--- src/sv/ppvc_pkg.sv ---
`timescale 1ns / 1ps
`default_nettype none
package ppvc_pkg;

    localparam int CordicStagesDef = 16;
    localparam int AtanLen         = 24;
    localparam int SqrtSteps       = 21;
    localparam int RadW            = 42;
    localparam int RemW            = 23;
    localparam int RootW           = 21;
    localparam int XyW             = 36;
    localparam int ZW              = 28;
    localparam int DiffW           = 17;
    localparam int AddrW           = 2;
    localparam logic signed [ZW-1:0] HalfPiZ = 28'sd26353589;

    // register indexes
    localparam logic [AddrW-1:0] RegGainDistance = 2'd0;
    localparam logic [AddrW-1:0] RegGainBearing  = 2'd1;
    localparam logic [AddrW-1:0] RegGainHeading  = 2'd2;

    // data handed from cell to cell
    typedef struct packed {
        logic [RadW-1:0]         rad;
        logic [RemW-1:0]         rem;
        logic [RootW-1:0]        root;
        logic signed [XyW-1:0]   x;
        logic signed [XyW-1:0]   y;
        logic signed [ZW-1:0]    z;
        logic signed [DiffW-1:0] dth;
        logic                    zero;
    } t_cell;

    // arctangent table, units of 2^-24 rad
    function automatic logic signed [ZW-1:0] atan_entry(input int idx);
        logic signed [ZW-1:0] r;
        unique case (idx)
            0:  r = 28'sd13176795;
            1:  r = 28'sd7778716;
            2:  r = 28'sd4110060;
            3:  r = 28'sd2086331;
            4:  r = 28'sd1047214;
            5:  r = 28'sd524117;
            6:  r = 28'sd262123;
            7:  r = 28'sd131069;
            8:  r = 28'sd65536;
            9:  r = 28'sd32768;
            10: r = 28'sd16384;
            11: r = 28'sd8192;
            12: r = 28'sd4096;
            13: r = 28'sd2048;
            14: r = 28'sd1024;
            15: r = 28'sd512;
            16: r = 28'sd256;
            17: r = 28'sd128;
            18: r = 28'sd64;
            19: r = 28'sd32;
            20: r = 28'sd16;
            21: r = 28'sd8;
            22: r = 28'sd4;
            23: r = 28'sd2;
            default: r = '0;
        endcase
        return r;
    endfunction

endpackage
`default_nettype wire

--- src/sv/ppvc_prep.sv ---
`timescale 1ns / 1ps
`default_nettype none
module ppvc_prep (
    input  wire logic                 i_clk,
    input  wire logic                 i_en,
    input  wire logic [95:0]          i_data,
    output ppvc_pkg::t_cell           o_cell
);

    localparam int DW = ppvc_pkg::DiffW;
    localparam int XW = ppvc_pkg::XyW;

    logic signed [DW-1:0]   r_dx, r_dy, r_dth;
    logic [2*DW-1:0]        r_sqx, r_sqy;
    logic signed [DW-1:0]   n_dx, n_dy, n_dth;
    logic signed [XW-1:0]   w_x, w_y;
    logic [2*DW-1:0]        w_sq;

    // differences
    assign n_dx  = DW'($signed(i_data[63:48])) - DW'($signed(i_data[15:0]));
    assign n_dy  = DW'($signed(i_data[79:64])) - DW'($signed(i_data[31:16]));
    assign n_dth = DW'($signed(i_data[95:80])) - DW'($signed(i_data[47:32]));

    // differences and squares registered
    always_ff @(posedge i_clk) begin
        if (i_en) begin
            r_dx  <= n_dx;
            r_dy  <= n_dy;
            r_dth <= n_dth;
            r_sqx <= (2*DW)'(n_dx) * (2*DW)'(n_dx);
            r_sqy <= (2*DW)'(n_dy) * (2*DW)'(n_dy);
        end
    end

    // radicand and cordic pre-rotation into right half plane
    assign w_sq = r_sqx + r_sqy;
    assign w_x  = {{(XW-DW-16){r_dx[DW-1]}}, r_dx, 16'b0};
    assign w_y  = {{(XW-DW-16){r_dy[DW-1]}}, r_dy, 16'b0};

    always_comb begin
        o_cell.rad  = {w_sq, 8'b0};
        o_cell.rem  = '0;
        o_cell.root = '0;
        o_cell.dth  = r_dth;
        o_cell.zero = (r_dx == '0) && (r_dy == '0);
        o_cell.x    = w_x;
        o_cell.y    = w_y;
        o_cell.z    = '0;
        if (r_dx[DW-1]) begin
            if (!r_dy[DW-1]) begin
                o_cell.x = w_y;
                o_cell.y = -w_x;
                o_cell.z = ppvc_pkg::HalfPiZ;
            end else begin
                o_cell.x = -w_y;
                o_cell.y = w_x;
                o_cell.z = -ppvc_pkg::HalfPiZ;
            end
        end
    end

endmodule
`default_nettype wire

--- config.mk ---
export PLATFORM = sky130hd
export DESIGN_NAME = ppvc_prep
export DESIGN_NICKNAME = d
export VERILOG_FILES = /design/src/sv/ppvc_pkg.sv /design/src/sv/ppvc_prep.sv
export SDC_FILE = /design/constraint.sdc
export NUM_CORES = 2
export LEC_CHECK = 0
export ABC_AREA = 0
export BUFFER_PORTS_ARGS = -buffer_cell sky130_fd_sc_hd__buf_2
export CAP_MARGIN = 25
export CORE_MARGIN = 2
export CORE_UTILIZATION = 55
export CTS_CLUSTER_SIZE = 14
export DETAILED_ROUTE_END_ITERATION = 6
export PLACE_DENSITY = 0.84
export SETUP_SLACK_MARGIN = 0.5
export SYNTH_ARGS = -nofsm -noshare
export SYNTH_HDL_FRONTEND = slang
export SYNTH_SLANG_ARGS = --single-unit
--- constraint.sdc ---
create_clock -name i_clk -period 11.2 [get_ports i_clk]
set_input_delay 0.56 -clock i_clk [delete_from_list [all_inputs] [get_ports i_clk]]
set_output_delay 0.56 -clock i_clk [all_outputs]
set_load 0.01 [all_outputs]
==> flow_summary.json <==
{
  "multi_input_area_sq_um": 20800,
  "async_reset_ff_share_pct": 0,
  "dominantRegCellSynth": "edfxtp_1",
  "worst-path-buf-inv": 7,
  "postCtsResizedCells": 0,
  "cts_setup_buffers": 0,
  "boundaryPins": 302,
  "synth_warnings": 0,
  "critPathKind": "in -> reg",
  "dpl.cell_count": 3796,
  "drtIter0Drc": 1367,
  "seqCellArea_sq_um": 3450,
  "grt_max_degree": 80,
  "numCtsBuffers": 17,
  "initial_core_util_pct": 55.5,
  "syn2layout_area_growth_pct": 7.17,
  "core_area_sq_um": 50100,
  "grt_usage_pct": 26.1,
  "most-common-layout-cells": "734 x inv_1, 543 x fa_1, 256 x nor2_1, 252 x ha_1, 220 x nand2_1",
  "io_buffers": 214,
  "setup_viol": 0,
  "place_congestion": 0.925,
  "hold_path.class": "in -> reg",
  "tightestPinTransition_ns": 1.12,
  "netlist_area_sq_um": 27800,
  "cts_buffer_depth": 2,
  "grt_pass1_vias": 21900,
  "fin_crit_sh_pct": 83.2,
  "post-dp-hpwl_mm": 54.2,
  "drive_gt1_share_pct": 9.63,
  "path_clk_slew_ns": 0.07,
  "crit_fanout": 21,
  "netlist_instances": 2972,
  "wl_per_cell_um": 17.3,
  "cp-end-kind": "flop",
  "crit_path_max_incr_delay_ns": 0.76,
  "drc": 0,
  "synth-seq-cells": 115,
  "fin_hold_ws_ns": 0.514,
  "synth_edf_count": 115,
  "rsz0062_at_grt": "no",
  "finalCriticalPeriod_ns": 9.32,
  "max_freq_mhz": 107,
  "crit_top_cell": "fa_1",
  "worst_ep_arrival_time_ns": 9.50,
  "critical_path_required_ns": 11.38,
  "die_y_um": 229,
  "grt_pass1_wl_mm": 108,
  "relSlewSlack_pct": 25.0,
  "final_nets": 4038,
  "antenna_found_initial": 0,
  "viasPerCell": 5.34,
  "routed_wl_mm": 66.1,
  "slew_violations": 0,
  "cts_tree": "yes",
  "start_kind": "primary input",
  "status": "completed",
  "ant_nets": 0,
  "vias": 20500,
  "synth-seq-area-share_pct": 12.4,
  "diodes": 0,
  "die_area_sq_um": 52400,
  "drv_cap": 0,
  "ctsHoldBuffers": 0,
  "yosysUniqueCellTypes": 68,
  "cpLargestDelayFamily": "adder cells",
  "finalSetupTns_ns": 0,
  "cts_root_buf": "clkbuf_16",
  "grt_remaining_overflow": 0,
  "final_common_cell": "inv_1",
  "num_rows": 82,
  "layoutNonFillerInstCount": 3830,
  "die_w_um": 229,
  "fillers": 4080,
  "syn_avg_cell_area_sq_um": 9.35,
  "dr.pass1.iters": 5,
  "htree_levels": 4,
  "finalHoldViolCount": 0,
  "cts_sinks": 115,
  "cpMaxStageDelayCell": "fa_1"
}
## cells in the mapped netlist, drive strengths merged, types with 9 or more instances
library cell | n | area (sq um)
a211oi | 11 | 82.6
a21o | 40 | 300
a21oi | 109 | 546
and2 | 20 | 125
and3 | 9 | 56.3
buf | 117 | 866
clkbuf | 59 | 221
edfxtp | 115 | 3450
fa | 543 | 10900
ha | 252 | 3150
inv | 737 | 2770
nand2 | 220 | 826
nand2b | 16 | 100
nand3 | 14 | 70.1
nor2 | 256 | 961
nor2b | 21 | 131
nor3 | 30 | 150
o21a | 21 | 158
o21ai | 61 | 313
o21bai | 12 | 90.1
or3 | 20 | 130
xnor2 | 116 | 1020
xor2 | 51 | 447
## routing by layer
layer	track usage, %	part of all wire [%]	vias to the layer above
met5	0	0	-
met4	11.9	4.6	0
met3	4.72	7.8	246
met2	45.8	51	915
met1	31.4	37	10000
li1	-	-	9242
## cell families (layout without fill, tap and decap cells)
| kind of cell | Yosys count | count (layout) | synth area share, % |
|---|---|---|---|
| and+or+nand+nor | 636 | 636 | 9.93 |
| muxes | 11 | 11 | 0.419 |
| buffers and inverters | 921 | 1021 | 14.0 |
| AOI/OAI and AO/OA | 326 | 326 | 7.53 |
| other | 1 | 87 | 0.0135 |
| xor gates and xnor gates | 167 | 167 | 5.26 |
| DFF | 115 | 115 | 12.4 |
| adders and majority gates | 795 | 795 | 50.5 |
## worst min-delay path: stages
cell and delay (ns):
buf_2 0.09, ha_1 0.12, inv_1 0.03
## area by class of cell
class	instances	area share, %
timing repair buffer	244	4.44
sequential	115	11.6
tap	672	2.82
inverter	745	9.39
clock inverter	15	0.529
clock buffer	17	1.43
multi-input combinational	2022	69.8
## metrics by stage
step           area (sq um)  utilization, %  worst slack (ns)
2_1_floorplan         28100               -              2.74
3_3_place_gp          29200            58.2              1.77
3_5_place_dp          29200            58.3              1.54
4_1_cts               29800            59.4              1.93
5_1_grt               29800            59.5              1.26
6_report              29800            59.5              1.88
## final timing paths
kind / startpoint / endpoint / slack [ns] / cells past startpoint
setup / recovery: i_data[16] / r_sqy[33] / 1.88 / 34
hold / removal: i_data[32] / r_dth[0] / 0.51 / 3
## sequential cells by signal (all words and copies together) (netlist names)
| signal | flops |
|---|---|
| r_dth | 17 |
| r_dx | 17 |
| r_sqx | 32 |
| r_sqy | 32 |
| r_dy | 17 |
Power is not shown: default switching activity piles up to over one toggle a cycle in this logic, so the estimate is an artifact.
