`src/sv/ppvc_pkg.sv`:
```
`timescale 1ns / 1ps
`default_nettype none
package ppvc_pkg;

    localparam int CordicStagesDef = 16;
    localparam int AtanLen         = 24;
    localparam int SqrtSteps       = 21;
    localparam int RadW            = 42;
    localparam int RemW            = 23;
    localparam int RootW           = 21;
    localparam int XyW             = 36;
    localparam int ZW              = 28;
    localparam int DiffW           = 17;
    localparam int AddrW           = 2;
    localparam logic signed [ZW-1:0] HalfPiZ = 28'sd26353589;

    // register indexes
    localparam logic [AddrW-1:0] RegGainDistance = 2'd0;
    localparam logic [AddrW-1:0] RegGainBearing  = 2'd1;
    localparam logic [AddrW-1:0] RegGainHeading  = 2'd2;

    // data handed from cell to cell
    typedef struct packed {
        logic [RadW-1:0]         rad;
        logic [RemW-1:0]         rem;
        logic [RootW-1:0]        root;
        logic signed [XyW-1:0]   x;
        logic signed [XyW-1:0]   y;
        logic signed [ZW-1:0]    z;
        logic signed [DiffW-1:0] dth;
        logic                    zero;
    } t_cell;

    // arctangent table, units of 2^-24 rad
    function automatic logic signed [ZW-1:0] atan_entry(input int idx);
        logic signed [ZW-1:0] r;
        unique case (idx)
            0:  r = 28'sd13176795;
            1:  r = 28'sd7778716;
            2:  r = 28'sd4110060;
            3:  r = 28'sd2086331;
            4:  r = 28'sd1047214;
            5:  r = 28'sd524117;
            6:  r = 28'sd262123;
            7:  r = 28'sd131069;
            8:  r = 28'sd65536;
            9:  r = 28'sd32768;
            10: r = 28'sd16384;
            11: r = 28'sd8192;
            12: r = 28'sd4096;
            13: r = 28'sd2048;
            14: r = 28'sd1024;
            15: r = 28'sd512;
            16: r = 28'sd256;
            17: r = 28'sd128;
            18: r = 28'sd64;
            19: r = 28'sd32;
            20: r = 28'sd16;
            21: r = 28'sd8;
            22: r = 28'sd4;
            23: r = 28'sd2;
            default: r = '0;
        endcase
        return r;
    endfunction

endpackage
`default_nettype wire

```
`src/sv/ppvc_post.sv`:
```
`timescale 1ns / 1ps
`default_nettype none
module ppvc_post (
    input  wire logic                i_clk,
    input  wire logic                i_en,
    input  ppvc_pkg::t_cell          i_cell,
    input  wire logic signed [15:0]  i_gain_distance,
    input  wire logic signed [15:0]  i_gain_bearing,
    input  wire logic signed [15:0]  i_gain_heading,
    output logic [63:0]              o_data,
    output logic                     o_sat
);

    localparam int ZW = ppvc_pkg::ZW;

    logic signed [ZW-1:0]  w_zr;
    logic signed [17:0]    w_bearing, w_alpha, w_beta;
    logic signed [37:0]    r_pv;
    logic signed [33:0]    r_pa, r_ph;
    logic signed [38:0]    w_v;
    logic signed [34:0]    w_w;
    logic signed [31:0]    w_vc, w_wc;
    logic                  w_vs, w_ws;
    logic [63:0]           r_data;
    logic                  r_sat;

    // bearing rounded to q13; alpha and beta
    assign w_zr      = i_cell.z + ZW'(1024);
    assign w_bearing = i_cell.zero ? '0 : 18'(w_zr >>> 11);
    assign w_alpha   = w_bearing - 18'(i_cell.dth);
    assign w_beta    = -18'(i_cell.dth) - w_alpha;

    // gain products
    always_ff @(posedge i_clk) begin
        if (i_en) begin
            r_pv <= 38'(i_gain_distance) * 38'($signed({1'b0, i_cell.root}));
            r_pa <= 34'(i_gain_bearing) * 34'(w_alpha);
            r_ph <= 34'(i_gain_heading) * 34'(w_beta);
        end
    end

    // round half up and clamp
    assign w_v = (39'(r_pv) + 39'sd128) >>> 8;
    assign w_w = (35'(r_pa) + 35'(r_ph) + 35'sd16) >>> 5;

    always_comb begin
        w_vs = (w_v > 39'sh7FFFFFFF) || (w_v < -39'sh80000000);
        w_ws = (w_w > 35'sh7FFFFFFF) || (w_w < -35'sh80000000);
        w_vc = w_v[38] ? 32'sh80000000 : 32'sh7FFFFFFF;
        w_wc = w_w[34] ? 32'sh80000000 : 32'sh7FFFFFFF;
        if (!w_vs) w_vc = w_v[31:0];
        if (!w_ws) w_wc = w_w[31:0];
    end

    always_ff @(posedge i_clk) begin
        if (i_en) begin
            r_data <= {w_wc, w_vc};
            r_sat  <= w_vs | w_ws;
        end
    end

    assign o_data = r_data;
    assign o_sat  = r_sat;

endmodule
`default_nettype wire

```
`config.mk`:
```
export PLATFORM = sky130hd
export DESIGN_NAME = ppvc_post
export DESIGN_NICKNAME = d
export VERILOG_FILES = /design/src/sv/ppvc_pkg.sv /design/src/sv/ppvc_post.sv
export SDC_FILE = /design/constraint.sdc
export NUM_CORES = 2
export LEC_CHECK = 0
export ABC_AREA = 1
export BUFFER_PORTS_ARGS = -buffer_cell sky130_fd_sc_hd__buf_4
export CORE_ASPECT_RATIO = 1.2
export CORE_MARGIN = 1.5
export CORE_UTILIZATION = 55
export DETAILED_ROUTE_END_ITERATION = 10
export GPL_TIMING_DRIVEN = 0
export PLACE_DENSITY = 0.76
export SETUP_SLACK_MARGIN = 0.3
export SLEW_MARGIN = 20
export SYNTH_ARGS = -nofsm -noshare
export SYNTH_HDL_FRONTEND = slang
export SYNTH_SLANG_ARGS = --single-unit
```
`constraint.sdc`:
```
create_clock -name i_clk -period 19.3 [get_ports i_clk]
set_clock_uncertainty 0.1 [all_clocks]
set_input_delay 1.93 -clock i_clk [delete_from_list [all_inputs] [get_ports i_clk]]
set_output_delay 1.93 -clock i_clk [all_outputs]
set_load 0.02 [all_outputs]
```
==> run summary <==
fin cells -> 6618
Post-CTS Setup Bufs -> 0
final WL -> 129000 um
Worst EP arrival -> 12.68 ns
DR WL/cell -> 19.5 um
Synthesis Warnings -> 0
initial antenna violation count -> 9
flop and latch count out of synthesis -> 162
Crit Path Category -> primary input to register
CTS Buf Count -> 17
Distinct cells, synth -> 59
Syn-to-layout area delta -> 7.05%
DR DRC count -> 28
Longest Clk Path Bufs -> 2
Setup crit start kind -> primary input
width of the chip -> 262 um
ANT nets after route -> 0
die height -> 314 um
total die area -> 0.0821 sq mm
fin. max-slew vios -> 0
Worst Reg-to-Reg Cells -> 9
# resized after CTS -> 0
worst relative slew slack -> 0.426
slowest stage cell, crit path -> fa_1
Min-Delay Path Depth -> 1
1st-pass router iterations -> 11
Yosys top cell area share -> 0.380
run status -> finished, violations left
hold-fix buffer count after cts -> 0
max_cap viols -> 0
CTS Root Cell -> clkbuf_16
multi-input logic area -> 0.0335 sq mm
row count -> 113
Filler Cells Inserted -> 7181
pin count of the biggest net entering global routing -> 97
synthesized area per cell -> 8.19 sq um
Worst Path Max Fanout -> 10
Sequential cell area -> 0.00486 sq mm
Critical Path End Type -> register
Final Hold Vio Count -> 0
CTS tree -> built
Initial Utilization -> 0.557
Mapped Area -> 0.0442 sq mm
vias per cell -> 5.44
Sink Count -> 162
Inst Count DP -> 6584
clock latency on the worst-skew pair -> 0.48 ns
vias in the first global route -> 37700
gr usage total -> 0.327
sequential area share after synthesis -> 0.110
WP data required -> 19.41 ns
I/O Buffers -> 149
Setup-failing EPs final -> 0
total gr overflow -> 0
Synth async-reset ratio -> 0
setup TNS -> 0 ns
via count -> 36000
fmax -> 79.5 MHz
layout cells sized above 1 -> 0.0500
1st-iter DRT viols -> 2915
failing checks -> DRC
CP peak stage delay -> 0.65 ns
routability cong. -> 0.989
largest area contributor in the netlist -> fa_1
clk slew on worst S/H paths -> 0.07 ns
hpwl dp -> 111000 um
first-pass GRT wire length -> 202000 um
hold crit path type -> register to register
Post-synth EDFFs -> 162
Clock H-tree levels -> 4
I/O pins -> 319
fin crit share -> 0.651
Syn Inst Count -> 5399
core area -> 0.0793 sq mm
Worst-Margin Slew -> 0.860 ns
Net Count, Synth -> 6911
ranking of synthesized cells by area -> fa_1, inv_1, ha_1, edfxtp_1, nand2_1
minimum clock period -> 12.57 ns
RSZ-0062 raised after global routing -> no
# nets final -> 7080
Synth Flop Type -> edfxtp_1
Yosys cell counts (5+ instances only):
cell type	instances
a21boi_0	8
a21o_1	32
a21oi_1	161
a31oi_1	31
buf_4	5
clkbuf_1	119
clkinv_1	11
edfxtp_1	162
fa_1	838
ha_1	420
inv_1	1401
inv_2	8
nand2_1	1099
nand2_2	21
nand3_1	156
nand3b_1	5
nand4_1	25
nor2_1	447
nor3_1	41
nor4_1	10
o21ai_0	105
o21bai_1	15
or2_1	7
or2_2	32
xnor2_1	55
xor2_1	118
sequential cells by signal (all words and copies together), names as in the netlist:
name / count
r_ph: 34
r_pa: 34
o_data: 63
r_pv: 31
path summary, 6_finish.rpt:
check        slack (ns)                    to               start
max                6.73    r_ph[33]$_DFFE_PP_          i_cell[28]
min                0.51   o_data[6]$_DFFE_PP_  r_pv[14]$_DFFE_PP_
max reg2reg       16.18  o_data[62]$_DFFE_PP_  r_pa[27]$_DFFE_PP_
min reg2reg        0.51   o_data[6]$_DFFE_PP_  r_pv[14]$_DFFE_PP_
metrics by stage:
step	hold slack, ns	setup WS, ns	utilization	cell area (sq um)
after CTS	0.522	6.92	0.597	47300
after global routing	0.528	5.91	0.597	47300
after floorplan	0.437	8.23	-	44200
after global placement	0.485	6.16	0.588	46600
final	0.510	6.73	0.597	47300
after detailed placement	0.495	6.45	0.588	46700
kinds of logic after synthesis:
family,after synthesis,share of synthesized area
simple gates,1864,0.173
flops,162,0.110
buf+inv,1552,0.133
compound gates,386,0.0505
other cells,1,0.0000848
fa+ha+maj,1258,0.498
xor+xnor,176,0.0356
per-layer routing:
metal | part of all wire | global-route usage
met2 | 0.48 | 0.550
met4 | 0.074 | 0.201
met5 | 0.00060 | 0
met1 | 0.36 | 0.391
met3 | 0.081 | 0.0545
layout by cell type (no fill, tap or decap), types with 3 or more instances in the layout:
cell       Yosys  final
edfxtp_1     162    162
o221ai_1       3      3
o21ai_1        3      3
nor3_1        41     41
nor4_1        10     10
clkinv_8       0      7
nand2_2       21     21
nand2_1     1099   1099
o21bai_1      15     15
inv_2          8      8
or2_2         32     32
nand4_1       25     25
a31oi_1       31     31
nand3b_1       5      5
a21o_1        32     32
xor2_1       118    118
inv_12         0      4
ha_1         420    420
a211oi_1       3      3
buf_2          4      4
nand2b_1       3      3
nor3b_1        3      3
o211ai_1       3      3
a21oi_1      161    161
a21boi_0       8      8
nand3_1      156    156
a221oi_1       3      3
nor2_1       447    447
clkinv_1      11     11
buf_4          5    153
clkbuf_1     119    119
o21a_1         4      4
inv_1       1401   1401
fa_1         838    838
o21ai_0      105    105
xnor2_1       55     54
clkbuf_16      0     17
or2_1          7      7
final cells by class:
| cell class | instances | share of cell area |
|---|---|---|
| Sequential cell | 162 | 0.103 |
| Clock inverter | 15 | 0.00487 |
| Buffer | 132 | 0.0113 |
| Antenna cell | 2 | 0.000106 |
| Multi-Input combinational cell | 3685 | 0.708 |
| Tap cell | 1035 | 0.0274 |
| Inverter | 1420 | 0.113 |
| Clock buffer | 17 | 0.00899 |
| Timing Repair Buffer | 150 | 0.0244 |
critical path, delay by kind of cell:
family | cells | cell delay [ns]
and+or+nand+nor | 23 | 3.22
AOI/OAI and AO/OA | 5 | 0.74
buffers and inverters | 12 | 1.78
xor gates and xnor gates | 2 | 0.68
adders and majority gates | 10 | 4.30
Power is not shown: default switching activity piles up to over one toggle a cycle in this logic, so the estimate is an artifact.
