<file path="src/sv/ppvc_pkg.sv">
`timescale 1ns / 1ps
`default_nettype none
package ppvc_pkg;

    localparam int CordicStagesDef = 16;
    localparam int AtanLen         = 24;
    localparam int SqrtSteps       = 21;
    localparam int RadW            = 42;
    localparam int RemW            = 23;
    localparam int RootW           = 21;
    localparam int XyW             = 36;
    localparam int ZW              = 28;
    localparam int DiffW           = 17;
    localparam int AddrW           = 2;
    localparam logic signed [ZW-1:0] HalfPiZ = 28'sd26353589;

    // register indexes
    localparam logic [AddrW-1:0] RegGainDistance = 2'd0;
    localparam logic [AddrW-1:0] RegGainBearing  = 2'd1;
    localparam logic [AddrW-1:0] RegGainHeading  = 2'd2;

    // data handed from cell to cell
    typedef struct packed {
        logic [RadW-1:0]         rad;
        logic [RemW-1:0]         rem;
        logic [RootW-1:0]        root;
        logic signed [XyW-1:0]   x;
        logic signed [XyW-1:0]   y;
        logic signed [ZW-1:0]    z;
        logic signed [DiffW-1:0] dth;
        logic                    zero;
    } t_cell;

    // arctangent table, units of 2^-24 rad
    function automatic logic signed [ZW-1:0] atan_entry(input int idx);
        logic signed [ZW-1:0] r;
        unique case (idx)
            0:  r = 28'sd13176795;
            1:  r = 28'sd7778716;
            2:  r = 28'sd4110060;
            3:  r = 28'sd2086331;
            4:  r = 28'sd1047214;
            5:  r = 28'sd524117;
            6:  r = 28'sd262123;
            7:  r = 28'sd131069;
            8:  r = 28'sd65536;
            9:  r = 28'sd32768;
            10: r = 28'sd16384;
            11: r = 28'sd8192;
            12: r = 28'sd4096;
            13: r = 28'sd2048;
            14: r = 28'sd1024;
            15: r = 28'sd512;
            16: r = 28'sd256;
            17: r = 28'sd128;
            18: r = 28'sd64;
            19: r = 28'sd32;
            20: r = 28'sd16;
            21: r = 28'sd8;
            22: r = 28'sd4;
            23: r = 28'sd2;
            default: r = '0;
        endcase
        return r;
    endfunction

endpackage
`default_nettype wire

</file>
<file path="src/sv/ppvc_cell.sv">
`timescale 1ns / 1ps
`default_nettype none
module ppvc_cell #(
    parameter int IDX    = 0,
    parameter int STAGES = ppvc_pkg::CordicStagesDef
) (
    input  wire logic           i_clk,
    input  wire logic           i_en,
    input  ppvc_pkg::t_cell     i_cell,
    output ppvc_pkg::t_cell     o_cell
);

    localparam int RW = ppvc_pkg::RemW;
    localparam int TW = ppvc_pkg::RootW;
    localparam int NW = ppvc_pkg::RadW;
    localparam int XW = ppvc_pkg::XyW;
    localparam bit DoSqrt   = IDX < ppvc_pkg::SqrtSteps;
    localparam bit DoCordic = (IDX < STAGES) && (IDX < ppvc_pkg::AtanLen);

    ppvc_pkg::t_cell        r_cell, n_cell;
    logic [RW-1:0]          w_rem, w_trial;
    logic signed [XW-1:0]   w_xs, w_ys;

    // one root digit and one cordic rotation, each only where this cell's index is in range
    assign w_rem   = {i_cell.rem[RW-3:0], i_cell.rad[NW-1 -: 2]};
    assign w_trial = {i_cell.root, 2'b01};
    assign w_xs    = i_cell.x >>> IDX;
    assign w_ys    = i_cell.y >>> IDX;

    always_comb begin
        n_cell = i_cell;
        if (DoSqrt) begin
            n_cell.rad = {i_cell.rad[NW-3:0], 2'b00};
            if (w_rem >= w_trial) begin
                n_cell.rem  = w_rem - w_trial;
                n_cell.root = {i_cell.root[TW-2:0], 1'b1};
            end else begin
                n_cell.rem  = w_rem;
                n_cell.root = {i_cell.root[TW-2:0], 1'b0};
            end
        end
        if (DoCordic) begin
            if (!i_cell.y[XW-1]) begin
                n_cell.x = i_cell.x + w_ys;
                n_cell.y = i_cell.y - w_xs;
                n_cell.z = i_cell.z + ppvc_pkg::atan_entry(IDX);
            end else begin
                n_cell.x = i_cell.x - w_ys;
                n_cell.y = i_cell.y + w_xs;
                n_cell.z = i_cell.z - ppvc_pkg::atan_entry(IDX);
            end
        end
    end

    always_ff @(posedge i_clk) begin
        if (i_en) begin
            r_cell <= n_cell;
        end
    end

    assign o_cell = r_cell;

endmodule
`default_nettype wire

</file>
<file path="config.mk">
export PLATFORM = sky130hd
export DESIGN_NAME = ppvc_cell
export DESIGN_NICKNAME = d
export VERILOG_FILES = /design/src/sv/ppvc_pkg.sv /design/src/sv/ppvc_cell.sv
export SDC_FILE = /design/constraint.sdc
export NUM_CORES = 1
export LEC_CHECK = 0
export BUFFER_PORTS_ARGS = -buffer_cell sky130_fd_sc_hd__clkbuf_2
export CAP_MARGIN = 25
export CORE_ASPECT_RATIO = 0.7
export CORE_MARGIN = 5
export CORE_UTILIZATION = 50
export CTS_BUF_LIST = sky130_fd_sc_hd__clkbuf_8 sky130_fd_sc_hd__clkbuf_16
export CTS_CLUSTER_DIAMETER = 150
export CTS_CLUSTER_SIZE = 12
export DETAILED_ROUTE_END_ITERATION = 7
export PLACE_DENSITY = 0.77
export SLEW_MARGIN = 5
export SYNTH_ARGS = -nofsm -noshare
export SYNTH_HDL_FRONTEND = slang
export SYNTH_SLANG_ARGS = --single-unit
</file>
<file path="constraint.sdc">
create_clock -name i_clk -period 10.6 [get_ports i_clk]
set_clock_uncertainty 0.05 [all_clocks]
set_input_delay 1.06 -clock i_clk [delete_from_list [all_inputs] [get_ports i_clk]]
set_output_delay 1.06 -clock i_clk [all_outputs]
set_load 0.005 [all_outputs]
</file>
==> impl_metrics.py <==
metrics = {
    "min_path": {
        "min_path_type": "input port to flip-flop",
    },
    "power": {
        "ir_worst_vdd_uv": 85.76,
        "powerDensity_nw_per_um2": 138.6,
        "power.leakage_nw": 8.077,
    },
    "timing": {
        "min_period_ns": 4.226,
        "rsz0062_at_grt": "false",
        "clock.fmax_mhz": 236.6,
        "slew_viol_final": 0,
        "setup_violations": 0,
        "tns_ns": 0,
        "relSlewSlack": 0.3246,
        "hold_violations": 0,
        "min_period_over_period": 0.3987,
        "worst_pin_slew_ns": 1.013,
    },
    "worst_setup_path": {
        "critPathLaunchType": "input port",
        "cp-end-kind": "flip-flop",
        "cp_max_fo": 21,
        "required_ns": 10.82,
        "worstSetupPathType": "input port to flip-flop",
        "crit_arrival_ns": 4.44,
    },
    "routing": {
        "wl_per_cell_um": 21.20,
        "wl_um": 48380,
        "drt-initial-drc-count": 1536,
        "drc": 0,
        "num_vias": 13280,
        "routed_via_density": 5.817,
        "ant_nets": 0,
        "firstDrtPassIters": 6,
    },
    "cells_and_area": {
        "largest_register_ffs": 201,
        "area_delta_synth_final_pct": 19.24,
        "post-route-util": 0.6085,
        "drive_above_1_share": 0.2434,
        "final_net_count": 2270,
    },
    "logic_synthesis": {
        "ys.flop_type": "edfxtp_1",
        "synth_cell_types": 82,
        "synth_edf_count": 201,
        "yosysSeqAreaShare": 0.4067,
        "yosys_warnings": 0,
        "avgSynthCellArea_um2": 9.731,
        "netlist_instances": 1525,
        "async_flop_share": 0,
        "ys_ff_latch": 201,
        "synth_area_um2": 14840,
    },
    "die": {
        "die_w_um": 215.9,
        "core_um2": 29080,
        "pin_count": 410,
        "initial_utilization": 0.5103,
        "fp.dieH_um": 154.1,
        "rows": 52,
        "dieArea_um2": 33280,
    },
    "placed_design": {
        "place_hpwl_um": 38360,
        "port_buffers": 405,
        "place.gp.congestion": 1.003,
    },
    "job": {
        "cap_violations": 0,
    },
    "clock_network": {
        "cts_root_buffer": "clkbuf_16",
        "holdBufCountCts": 0,
        "clock_path_buffers": 3,
        "clk_pin_slew_worst_paths_ns": 0.06,
        "h-tree-depth": 1,
        "cts_setup_buffers": 0,
        "cts_resized": 0,
        "numCtsBuffers": 20,
        "clock_sinks": 201,
        "cts_tree": "done",
    },
    "global_route": {
        "grt_pass1_vias": 12740,
        "antenna_found_initial": 6,
        "track_usage": 0.2741,
        "grt_max_degree": 122,
        "grt_pass1_wl_um": 72830,
        "overflow": 0,
    },
    "run_status": {
        "outcome": "finished clean",
    },
}
[cell families (layout without fill, tap and decap cells)]
family	Yosys count	after routing	share of synthesized area
DFF	201	201	0.4067
xor gates and xnor gates	116	116	0.06846
other	1	4	0.0002527
buffers and inverters	194	570	0.05193
muxes	25	25	0.01728
AOI/OAI and AO/OA	469	469	0.2049
and+or+nand+nor	357	357	0.1119
adders and majority gates	162	162	0.1386
[Yosys cell counts, types with 5 or more instances]
| library cell | number | area [um2] |
|---|---|---|
| or3_1 | 10 | 62.56 |
| nor2b_1 | 20 | 125.1 |
| inv_1 | 130 | 488.0 |
| o31ai_1 | 14 | 105.1 |
| and3_1 | 7 | 43.79 |
| mux2_2 | 5 | 56.30 |
| ha_1 | 158 | 1977 |
| a211oi_1 | 14 | 105.1 |
| buf_4 | 5 | 37.54 |
| mux2i_1 | 20 | 200.2 |
| nand2_1 | 67 | 251.5 |
| nand2b_1 | 20 | 125.1 |
| nor2_1 | 152 | 570.6 |
| edfxtp_1 | 201 | 6036 |
| o21bai_1 | 30 | 225.2 |
| xnor2_1 | 88 | 770.7 |
| o31a_1 | 5 | 43.79 |
| o211ai_1 | 8 | 60.06 |
| a21boi_0 | 9 | 67.56 |
| a21o_1 | 40 | 300.3 |
| nor3_1 | 26 | 130.1 |
| a31oi_1 | 16 | 100.1 |
| xor2_1 | 28 | 245.2 |
| a21oi_1 | 169 | 845.8 |
| o21ai_0 | 82 | 410.4 |
| o21a_1 | 18 | 135.1 |
| or2_2 | 6 | 37.54 |
| or4_1 | 5 | 37.54 |
| clkbuf_1 | 29 | 108.9 |
| a311oi_1 | 5 | 43.79 |
| buf_1 | 8 | 30.03 |
| buf_2 | 13 | 65.06 |
| nand3_1 | 15 | 75.07 |
| nand4_1 | 13 | 81.33 |
| clkinv_1 | 6 | 22.52 |
[power breakdown]
group	internal, mW	switching (mW)	leakage [nW]
Sequential	1.01	0.0314	1.97
Combinational	0.313	0.460	5.85
Clock	0.336	0.301	0.257
Total	1.66	0.793	8.08
[cell usage in the layout (no fill, tap or decap), types with 20 or more instances in the layout]
cell type,count
o21ai_0,82
xnor2_1,88
o21bai_1,30
nor2_1,152
nand2b_1,20
a21o_1,40
a21oi_1,169
inv_1,130
ha_1,158
nor3_1,26
clkbuf_2,403
nor2b_1,20
clkbuf_16,20
edfxtp_1,201
mux2i_1,20
nand2_1,67
xor2_1,28
[stage by stage]
step	setup WS, ns	power, mW	cells	area [um2]	hold slack (ns)
floorplan	6.356	1.502	1526	14840	1.109
global route	6.080	2.577	2282	17700	0.6528
detailed placement	5.888	1.817	2257	17140	1.189
CTS	6.401	2.457	2279	17660	0.6567
global placement	5.926	1.802	2257	17140	1.188
finish	6.374	2.453	2282	17700	0.6703
[worst max-delay path: stages]
cell and delay, ns:
clkbuf_2 0.10, inv_1 0.04, ha_1 0.35, nand2_1 0.09
o21bai_1 0.18, a21oi_1 0.22, and4b_1 0.24, o21ai_0 0.23
a21oi_1 0.13, nand3b_1 0.24, a311oi_4 0.80, buf_4 0.39
mux2_2 0.36
[per-layer routing]
metal / up-vias / global-route usage / share of wire
li1: 6253 / - / -
met1: 6314 / 0.3663 / 0.42
met2: 601 / 0.4479 / 0.46
met3: 99 / 0.06958 / 0.088
met4: 8 / 0.07355 / 0.029
met5: - / 0 / 0.00097
[final timing paths]
path  slack [ns]           to  depth (start not counted)        start
min         0.67    o_cell[4]                          1    i_cell[4]
max         6.37  o_cell[154]                         13  i_cell[120]
[cell type report]
type,count,area (um2)
Sequential cell,201,6036
Timing Repair Buffer,410,2093
Fill cell,2473,11390
Inverter,138,518.0
Clock buffer,20,500.5
Multi-Input combinational cell,1131,8049
Clock inverter,2,21.27
Tap cell,378,473.0
Antenna cell,2,5.005
Power figures use the tool's default switching activity.
